`src/rtl/sida_pkg.sv`:
```
`timescale 1ns / 1ps
// Shared types and codes for the slot ID allocator table.
package sida_pkg;

	localparam logic [1:0] REQ_PUT    = 2'd0;
	localparam logic [1:0] REQ_GET    = 2'd1;
	localparam logic [1:0] REQ_DELETE = 2'd2;

	localparam logic [1:0] STAT_OK    = 2'd0;
	localparam logic [1:0] STAT_FULL  = 2'd1;
	localparam logic [1:0] STAT_RANGE = 2'd2;
	localparam logic [1:0] STAT_NULL  = 2'd3;

	localparam logic [6:0] CAPACITY_RESET = 7'd64;

	typedef struct packed {
		logic [1:0]  req_type;
		logic [5:0]  slot_index;
		logic [31:0] object_handle;
	} req_t;

	typedef struct packed {
		logic [1:0]  status;
		logic [5:0]  slot_id;
		logic [31:0] object_out;
		logic [6:0]  item_count;
	} rsp_t;

	typedef struct packed {
		logic capture;
		logic execute;
	} cmd_t;

	typedef enum logic {
		CTRL_IDLE,
		CTRL_EXEC
	} ctrl_state_t;

endpackage

```
`src/rtl/sida_ram.sv`:
```
`timescale 1ns / 1ps
// Generic single-write, single-read RAM with a registered read port.
module sida_ram #(
	parameter int WIDTH = 32,
	parameter int DEPTH = 64
) (
	input  logic                                    clk,
	input  logic                                    we,
	input  logic [(DEPTH > 1 ? $clog2(DEPTH) : 1)-1:0] waddr,
	input  logic [WIDTH-1:0]                        wdata,
	input  logic                                    re,
	input  logic [(DEPTH > 1 ? $clog2(DEPTH) : 1)-1:0] raddr,
	output logic [WIDTH-1:0]                        rdata
);

	logic [WIDTH-1:0] mem_q [DEPTH];
	logic [WIDTH-1:0] rdata_q;

	always_ff @(posedge clk) begin
		if (we) begin
			mem_q[waddr] <= wdata;
		end
		if (re) begin
			rdata_q <= mem_q[raddr];
		end
	end

	assign rdata = rdata_q;

endmodule

```
`src/rtl/sida_datapath.sv`:
```
`timescale 1ns / 1ps
// Datapath: capacity register, occupancy bitmap, handle store and result register.
module sida_datapath #(
	parameter int SLOTS       = 64,
	parameter int HANDLE_BITS = 32
) (
	input  logic          clk,
	input  logic          arst_n,
	input  sida_pkg::cmd_t cmd,
	input  sida_pkg::req_t req,
	input  logic          cfg_we,
	input  logic [6:0]    cfg_wdata,
	output logic          done,
	output sida_pkg::rsp_t rsp
);

	// Only slots below the largest capacity code can ever be reached.
	localparam int USED = (SLOTS < 127) ? SLOTS : 127;
	localparam int AW   = (USED > 1) ? $clog2(USED) : 1;
	localparam int HW   = (HANDLE_BITS < 32) ? HANDLE_BITS : 32;

	logic [6:0]      capacity_q;
	logic [USED-1:0] valid_q;
	logic [6:0]      count_q;
	sida_pkg::req_t  req_q;
	sida_pkg::rsp_t  rsp_q;
	logic            done_q;

	logic [6:0]      lim;
	logic [15:0]     idx_w;
	logic [15:0]     cap_idx_w;
	logic [AW-1:0]   rd_addr;
	logic [AW-1:0]   ex_addr;
	logic [HW-1:0]   handle;
	logic            in_range;
	logic            found;
	logic [AW-1:0]   free_idx;
	logic [15:0]     free_w;
	logic [HW-1:0]   rdata;
	logic [63:0]     rdata_w;
	logic            slot_valid;
	logic            ram_we;
	logic            clear_slot;
	sida_pkg::rsp_t  rsp_d;

	assign lim       = (capacity_q > 7'(USED)) ? 7'(USED) : capacity_q;
	assign cap_idx_w = {10'd0, req.slot_index};
	assign rd_addr   = cap_idx_w[AW-1:0];
	assign idx_w     = {10'd0, req_q.slot_index};
	assign ex_addr   = idx_w[AW-1:0];
	assign handle    = req_q.object_handle[HW-1:0];
	assign in_range  = {1'b0, req_q.slot_index} < lim;
	assign slot_valid = valid_q[ex_addr];
	assign rdata_w   = 64'(rdata);
	assign free_w    = 16'(free_idx);

	always_comb begin
		found    = 1'b0;
		free_idx = '0;
		for (int i = USED - 1; i >= 0; i--) begin
			if (!valid_q[i] && (7'(i) < lim)) begin
				found    = 1'b1;
				free_idx = AW'(i);
			end
		end
	end

	always_comb begin
		rsp_d.status     = sida_pkg::STAT_OK;
		rsp_d.slot_id    = req_q.slot_index;
		rsp_d.object_out = '0;
		rsp_d.item_count = count_q;
		ram_we           = 1'b0;
		clear_slot       = 1'b0;
		unique case (req_q.req_type)
			sida_pkg::REQ_PUT: begin
				if (handle == '0) begin
					rsp_d.status = sida_pkg::STAT_NULL;
				end else if (found) begin
					ram_we           = cmd.execute;
					rsp_d.slot_id    = free_w[5:0];
					rsp_d.item_count = count_q + 7'd1;
				end else begin
					rsp_d.status = sida_pkg::STAT_FULL;
				end
			end
			sida_pkg::REQ_GET, sida_pkg::REQ_DELETE: begin
				if (!in_range) begin
					rsp_d.status = sida_pkg::STAT_RANGE;
				end else if (slot_valid) begin
					rsp_d.object_out = rdata_w[31:0];
					if (req_q.req_type == sida_pkg::REQ_DELETE) begin
						clear_slot       = cmd.execute;
						rsp_d.item_count = count_q - 7'd1;
					end
				end
			end
			default: begin
			end
		endcase
	end

	sida_ram #(
		.WIDTH(HW),
		.DEPTH(USED)
	) u_ram (
		.clk   (clk),
		.we    (ram_we),
		.waddr (free_idx),
		.wdata (handle),
		.re    (cmd.capture),
		.raddr (rd_addr),
		.rdata (rdata)
	);

	always_ff @(posedge clk or negedge arst_n) begin
		if (!arst_n) begin
			capacity_q <= sida_pkg::CAPACITY_RESET;
			valid_q    <= '0;
			count_q    <= '0;
			done_q     <= 1'b0;
		end else begin
			if (cfg_we) begin
				capacity_q <= cfg_wdata;
			end
			if (ram_we) begin
				valid_q[free_idx] <= 1'b1;
			end
			if (clear_slot) begin
				valid_q[ex_addr] <= 1'b0;
			end
			if (cmd.execute) begin
				count_q <= rsp_d.item_count;
			end
			done_q <= cmd.execute;
		end
	end

	always_ff @(posedge clk) begin
		if (cmd.capture) begin
			req_q <= req;
		end
		if (cmd.execute) begin
			rsp_q <= rsp_d;
		end
	end

	assign done = done_q;
	assign rsp  = rsp_q;

endmodule

```
`src/rtl/sida_ctrl.sv`:
```
`timescale 1ns / 1ps
// Controller state machine that sequences capture and execution of a request.
module sida_ctrl (
	input  logic           clk,
	input  logic           arst_n,
	input  logic           start,
	output logic           busy,
	output sida_pkg::cmd_t cmd
);

	sida_pkg::ctrl_state_t state_q;
	sida_pkg::ctrl_state_t state_d;

	always_ff @(posedge clk or negedge arst_n) begin
		if (!arst_n) begin
			state_q <= sida_pkg::CTRL_IDLE;
		end else begin
			state_q <= state_d;
		end
	end

	always_comb begin
		state_d     = state_q;
		busy        = 1'b0;
		cmd.capture = 1'b0;
		cmd.execute = 1'b0;
		unique case (state_q)
			sida_pkg::CTRL_IDLE: begin
				if (start) begin
					cmd.capture = 1'b1;
					state_d     = sida_pkg::CTRL_EXEC;
				end
			end
			sida_pkg::CTRL_EXEC: begin
				busy        = 1'b1;
				cmd.execute = 1'b1;
				state_d     = sida_pkg::CTRL_IDLE;
			end
			default: begin
				state_d = sida_pkg::CTRL_IDLE;
			end
		endcase
	end

endmodule

```
`src/rtl/slot_id_allocator_table.sv`:
```
`timescale 1ns / 1ps
// Top level of the slot ID allocator table.
//
// A request is a transfer on start while busy is low. It carries a put, get or
// delete together with a slot index and an object handle. The block answers
// each request with exactly one result, shown on rsp for one cycle while done
// is high. The result gives a status, the slot ID, the handle read or removed
// and the count of occupied slots after the request.
// A request is captured in the cycle it is accepted, executed in the next cycle
// while busy is high, and its result appears in the cycle after that. A new
// request may be accepted in the same cycle as that result, but not earlier;
// execution follows capture as the handle store read is registered.
// A put takes the lowest free slot below the capacity, found by a priority
// search over the occupancy bitmap. The user must write the capacity register
// via cfg_we and cfg_wdata only while the block is idle; it is not enforced.
// Reset empties every slot at once by clearing the occupancy bitmap, sets the
// count to zero and the capacity to 64. The receiver cannot stall results.
module slot_id_allocator_table #(
	parameter int SLOTS       = 64,
	parameter int HANDLE_BITS = 32
) (
	input  logic           clk,
	input  logic           arst_n,
	input  logic           start,
	output logic           busy,
	input  sida_pkg::req_t req,
	output logic           done,
	output sida_pkg::rsp_t rsp,
	input  logic           cfg_we,
	input  logic [6:0]     cfg_wdata
);

	sida_pkg::cmd_t cmd;

	sida_ctrl u_ctrl (
		.clk    (clk),
		.arst_n (arst_n),
		.start  (start),
		.busy   (busy),
		.cmd    (cmd)
	);

	sida_datapath #(
		.SLOTS       (SLOTS),
		.HANDLE_BITS (HANDLE_BITS)
	) u_datapath (
		.clk       (clk),
		.arst_n    (arst_n),
		.cmd       (cmd),
		.req       (req),
		.cfg_we    (cfg_we),
		.cfg_wdata (cfg_wdata),
		.done      (done),
		.rsp       (rsp)
	);

endmodule

```
`config.mk`:
```
export PLATFORM = sky130hd
export DESIGN_NAME = slot_id_allocator_table
export DESIGN_NICKNAME = d
export VERILOG_FILES = /design/src/rtl/sida_pkg.sv /design/src/rtl/sida_ram.sv /design/src/rtl/sida_datapath.sv /design/src/rtl/sida_ctrl.sv /design/src/rtl/slot_id_allocator_table.sv
export SDC_FILE = /design/constraint.sdc
export NUM_CORES = 2
export LEC_CHECK = 0
export BUFFER_PORTS_ARGS = -buffer_cell sky130_fd_sc_hd__buf_2
export CAP_MARGIN = 20
export CORE_MARGIN = 2
export CORE_UTILIZATION = 55
export CTS_CLUSTER_DIAMETER = 150
export CTS_CLUSTER_SIZE = 20
export DETAILED_ROUTE_END_ITERATION = 10
export PLACE_DENSITY = 0.77
export SYNTH_ARGS = -nofsm -noshare
export SYNTH_HDL_FRONTEND = slang
export SYNTH_HIERARCHICAL = 1
export SYNTH_SLANG_ARGS = --single-unit
```
`constraint.sdc`:
```
create_clock -name clk -period 6.07 [get_ports clk]
set_input_delay 0.9105 -clock clk [delete_from_list [all_inputs] [get_ports clk]]
set_output_delay 0.9105 -clock clk [all_outputs]
set_load 0.005 [all_outputs]
```
# Word-level counts from Yosys, hierarchy flattened
# Memory sizes are Yosys's and may differ from the RTL's. A register that Yosys moved wholly into a read port is not among the register bits.
# Cells that the tools add are included.
dict set report totals {
  register_bits 167
  ramBits 2048
  mem_count 1
}
# name words width rd rd_clocked_by_memory_dff write_ports line_no
set mem_list {}
lappend mem_list {u_datapath.u_ram.mem_q 64 32 1 1 1 sida_ram.sv:16} ;# logic [WIDTH-1:0] mem_q [DEPTH];
dict set report classes {
  add_sub_neg 2
  order_cmp 70
  n_eq_ne 2
  mux 163
  n_bitwise 4
  n_reduce_logical 134
}
# cell count
set op_table {}
lappend op_table {{two-way mux 6 bit} 67}
lappend op_table {{less-than comparator 6 x 7 -> 1 bit (first input constant)} 32}
lappend op_table {{two-way mux 64 bit} 2}
lappend op_table {{less-than comparator 5 x 7 -> 1 bit (first input constant)} 16}
lappend op_table {{two-way mux 1 bit} 80}
lappend op_table {{logical AND 1 bit} 66}
lappend op_table {{bitwise AND 64 bit} 1}
lappend op_table {{zero test 1 bit} 64}
lappend op_table {{NOT 64 bit} 1}
lappend op_table {{bitwise OR 64 bit} 1}
lappend op_table {{less-than comparator 4 x 7 -> 1 bit (first input constant)} 8}
lappend op_table {{two-way mux 7 bit} 6}
lappend op_table {{zero test 32 bit} 1}
lappend op_table {{less-than comparator 3 x 7 -> 1 bit (first input constant)} 4}
lappend op_table {{less-than comparator 1 x 7 -> 1 bit (first input constant)} 2}
lappend op_table {{less-than comparator 2 x 7 -> 1 bit (first input constant)} 2}
lappend op_table {{less-than comparator 6 x 7 -> 1 bit (second input constant)} 2}
lappend op_table {{one-hot mux 7 bit (2 select lines)} 1}
lappend op_table {{demux 1 bit (select 6 bit)} 2}
lappend op_table {{greater-or-equal comparator 6 x 1 -> 1 bit (second input constant)} 2}
lappend op_table {{adder 7 x 1 -> 7 bit (second input constant)} 1}
lappend op_table {{> comparator 7 bit (second input constant)} 1}
lappend op_table {{less-than comparator 6 x 7 -> 1 bit} 1}
lappend op_table {{subtractor 7 x 1 -> 7 bit (second input constant)} 1}
lappend op_table {{10 further kinds} 11}

# Depth between registers and ports, before layout
dict set report depth {
  depth_word 76
  ltp_mapped 15
}

# Cells and area by module
# The synthesis kept the hierarchy.
# mod n_inst cells_per_inst area_per_inst_um2 seq_area_each_um2
set by_module_without_submodules {}
lappend by_module_without_submodules {sida_ram 1 3324 78835.6 62459.9}
lappend by_module_without_submodules {sida_datapath 1 1028 10177.3 4590.7}
lappend by_module_without_submodules {sida_ctrl 1 4 53.8 25.0}

# Worst setup path after synthesis
# Ideal clock, no wire load.
dict set report synth_timing {
  path_kind {reg-to-reg}
  startpoint {register u_datapath.capacity_q[5]}
  endpoint {memory u_datapath.u_ram.mem_q[49][0], enable pin}
  setup_time_ns 0.461
  t_arrival_ns 5.164
  slack_ns 0.446
  path_stages_with_launch 13
  synth_period_minus_slack_ns 5.624
  path_cell_list {dfrtp_1 -> buf_2 -> buf_4 -> nor4b_4 -> a21oi_1 -> a311o_1 -> or3_1 -> or2_0 -> o22ai_1 -> nor3_1 -> nor2_2 -> nand4_1 -> nor3_1}
}
# item line_no
set synth_rtl {}
lappend synth_rtl {{start: declaration} sida_datapath.sv:22} ;# logic [6:0] capacity_q;
lappend synth_rtl {{start signal: assignment} sida_datapath.sv:118} ;# capacity_q <= sida_pkg::CAPACITY_RESET;
lappend synth_rtl {{start signal: assignment} sida_datapath.sv:124} ;# capacity_q <= cfg_wdata;
lappend synth_rtl {{> comparator 7 bit} sida_datapath.sv:46} ;# assign lim = (capacity_q > 7'(USED)) ? 7'(USED) : capacity_q;
lappend synth_rtl {{two-way mux 7 bit (*)} sida_datapath.sv:46}
lappend synth_rtl {{less-than comparator 6 x 7 -> 1 bit} sida_datapath.sv:61} ;# if (!valid_q[i] && (7'(i) < lim)) begin
lappend synth_rtl {{logical AND 1 bit} sida_datapath.sv:61}
lappend synth_rtl {{two-way mux 6 bit (63 in series)} sida_datapath.sv:61}
lappend synth_rtl {{two-way mux 6 bit (*)} sida_datapath.sv:61}
lappend synth_rtl {{named net u_datapath.free_idx[0]} sida_datapath.sv:37} ;# logic [AW-1:0] free_idx;
lappend synth_rtl {{end: declaration} sida_ram.sv:16}
# Mark *: on every way through the listed nets, which the timed path passes. The rest lies on a longest branch.

# Final worst setup path
dict set report layout_timing {
  startpoint {register u_datapath.capacity_q[0]}
  endpoint {memory u_datapath.u_ram.mem_q[25][24], enable pin}
}
# Same word-level chain as after synthesis.

==> impl_metrics.ini <==
[synthesis]
yosysSeqAreaShare_pct = 75.3
syn_area_um2 = 89100
synth_top_cell_by_area = edfxtp_1
synth_edf_count = 2167
yosys_warnings = 6
syn-num-nets = 4417
synth_cell_type_count = 103
ys.flop_type = edfxtp_1
synth_top_area_share_pct = 73.1
ys_ff_latch = 2247
synth_area_leaders = edfxtp_1 (73%), mux4_2 (14%), dfrtp_1 (2.2%), mux2i_1 (1.2%), o22ai_1 (0.89%)
avgSynthCellArea_um2 = 20.4
synthArstFlopShare_pct = 3.56
synthCells = 4356

[worst_setup_path]
crit_chain = nor3_2 > a211oi_1 > a21o_1 > or4b_4 > or2_1 > nor2_1 > nor3_1 > nor2_1 > nand3b_1 > buf_4 > nor2_4 > buf_4
cp-startpoint = u_datapath/capacity_q[0]
critical_path_cell_count = 12
critical_path_arrival_ps = 6010
critical_path_buf_inv_count = 2
critPathSlowestCell = nor3_2
r2r_cells = 12
cp-start-kind = register
cp_top_family = simple AND/OR/NAND/NOR gates
path_class = register to register
required_ps = 6540
cp-end-kind = register
cp_max_fo = 18
cp_slowest_stage_delay_ps = 840
reg2reg_from = u_datapath/capacity_q[0]

[timing]
fin_worst_skew_ps = 35.2
fmax_mhz = 180
setup_viol = 0
fin_hold_ws_ps = 271
post-route-period-util_pct = 91.3
fin_crit_ps = 5540
rsz0062_at_grt = false
slew_viol_final = 0
final.setup.tns_ps = 0
slew_headroom_pct = 26.6
final_hold_viol_count = 0
worst_pin_slew_ps = 1100

[routing]
postRouteAntennaNets = 0
routed_via_density = 6.85
vias = 45987
firstDrtPassIters = 5
drt-initial-drc-count = 7095
wl_per_cell_um = 34.4
drt_wl_total_um = 231000
remaining_drc_errors = 0

[floorplanning]
dieArea_um2 = 165000
pin_count = 100
start_util_pct = 55.4
num_rows = 147
dieHeight_um = 406
die_w_um = 406
coreArea_um2 = 161000

[placed_design]
numPlacedInstances = 6551
portBuffers = 99
gp_congestion = 0.920
dp_hpwl_um = 138000

[worst_hold_path]
hold_depth = 1
hp-start = req[0]
min_path_type = input pin to register

[finish]
fill_cells = 10891
final_common_cell = edfxtp_1
area_growth_pct = 8.87
multi_input_area_um2 = 21000
seq_area_um2 = 67100
drive_gt1_share_pct = 24.4
final_cell_mix = edfxtp_1 (2,167), mux4_2 (553), buf_4 (150)
nets = 4587
finalNonFillerCells = 6712
num_antenna_cells = 0

[clocking]
clockBufferDepth = 3
clkTransAtPathRegs_ps = 90
clkSinkCount = 2247
cts_tree = done
postCtsSetupBuffers = 0
numCtsBuffers = 130
cts_htree_levels = 4
cts_root_buffer = clkbuf_16
clk-insertion-delay-late_ps = 820

[flow_run]
max-cap-violations = 0

[power]
p_leak_uw = 0.0301
p_per_area_nw_per_um2 = 292
finalPower_uw = 28300
irDropWorstVdd_mv = 0.372

[global_route]
grt_max_degree = 96
antenna_found_initial = 4
grt_pass1_wl_um = 331000
first_global_vias = 45414
gr-total-overflow = 0
grt_usage_pct = 28.3

[run_status]
status = completed
-- stage by stage --
step | setup WS [ps] | area, µm² | utilization [%]
CTS | 613 | 96900 | 60.3
global route | 344 | 97000 | 60.3
finish | 527 | 97000 | 60.3
detailed placement | 608 | 93400 | 58.1
global placement | 685 | 93400 | 58.1
floorplan | 446 | 89100 | -
-- flip-flops by register name, summed over array words and instances (netlist names) --
register                count
u_datapath/done             1
u_datapath/capacity_q       7
u_datapath/count_q          7
u_datapath/u_ram/rdata     32
u_datapath/ex_addr          6
u_datapath/rsp             47
u_datapath/valid_q         64
u_ctrl/state_q              1
u_datapath/req_q            2
u_datapath/u_ram/mem_q   2048
u_datapath/handle          32
-- cells in the mapped netlist (10+ instances only) --
master and number:
a211oi_1 17, a21o_1 13, a21oi_1 146, a22oi_1 18, a2bb2oi_1 10, a311oi_1 11
and2_1 42, and3_1 11, buf_1 24, buf_2 79, buf_4 35, clkbuf_1 103
dfrtp_1 79, edfxtp_1 2167, ha_1 10, inv_1 57, mux2_2 14, mux2i_1 109
mux4_2 553, nand2_1 89, nand2b_1 22, nand3_1 25, nand4_1 23, nor2_1 199
nor2b_1 22, nor3_1 30, nor4_1 14, o21a_1 15, o21ai_0 51, o221ai_1 33
o22ai_1 126, o31ai_1 10, or3_1 10
-- power by group --
part	leakage, µW	switching, µW	internal [µW]	total (µW)
Clock	0.00172	4780	3950	8740
Combinational	0.00782	1520	772	2300
Sequential	0.0206	153	17100	17300
Total	0.0301	6460	21900	28300
-- layer usage --
| metal | GRT usage [%] | vias to the layer above | part of all wire [%] |
|---|---|---|---|
| li1 | - | 18453 | - |
| met1 | 39.5 | 23929 | 37 |
| met2 | 44.3 | 3152 | 48 |
| met3 | 5.46 | 449 | 11 |
| met4 | 12.0 | 4 | 4.7 |
| met5 | 0 | - | 0.012 |
-- cells by family after synthesis --
group / after synthesis / synth area share (%)
AO/OA/AOI/OAI: 556 / 4.21
AND/OR/NAND/NOR: 561 / 3.34
adder cells (fa/ha/maj): 10 / 0.140
buffers and inverters: 306 / 1.61
multiplexers: 676 / 15.4
flip-flops: 2247 / 75.3
-- worst paths after layout --
| path | end | slack, ps |
|---|---|---|
| worst max-delay path | u_datapath/u_ram/mem_q[25][24] | 530 |
| worst min-delay path | u_datapath/handle[0] | 270 |
| worst max register to register | u_datapath/u_ram/mem_q[25][24] | 530 |
| worst min register to register | u_datapath/rsp[15] | 520 |
| max in group asynchronous | u_ctrl/state_q | 4350 |
| min in group asynchronous | u_datapath/capacity_q[1] | 540 |
-- layout make-up --
class	instances	share of cell area (%)
Tap cell	2160	2.79
Sequential cell	2247	69.2
Timing Repair Buffer	286	2.49
Clock inverter	14	0.164
Inverter	58	0.225
Multi-Input combinational cell	1803	21.7
Clock buffer	144	3.45
-- repair_timing --
action,CTS,global route
hold endpoints to repair,19,0
gates resized for setup,0,0
hold buffers,1,0
Power figures use the tool's default switching activity.
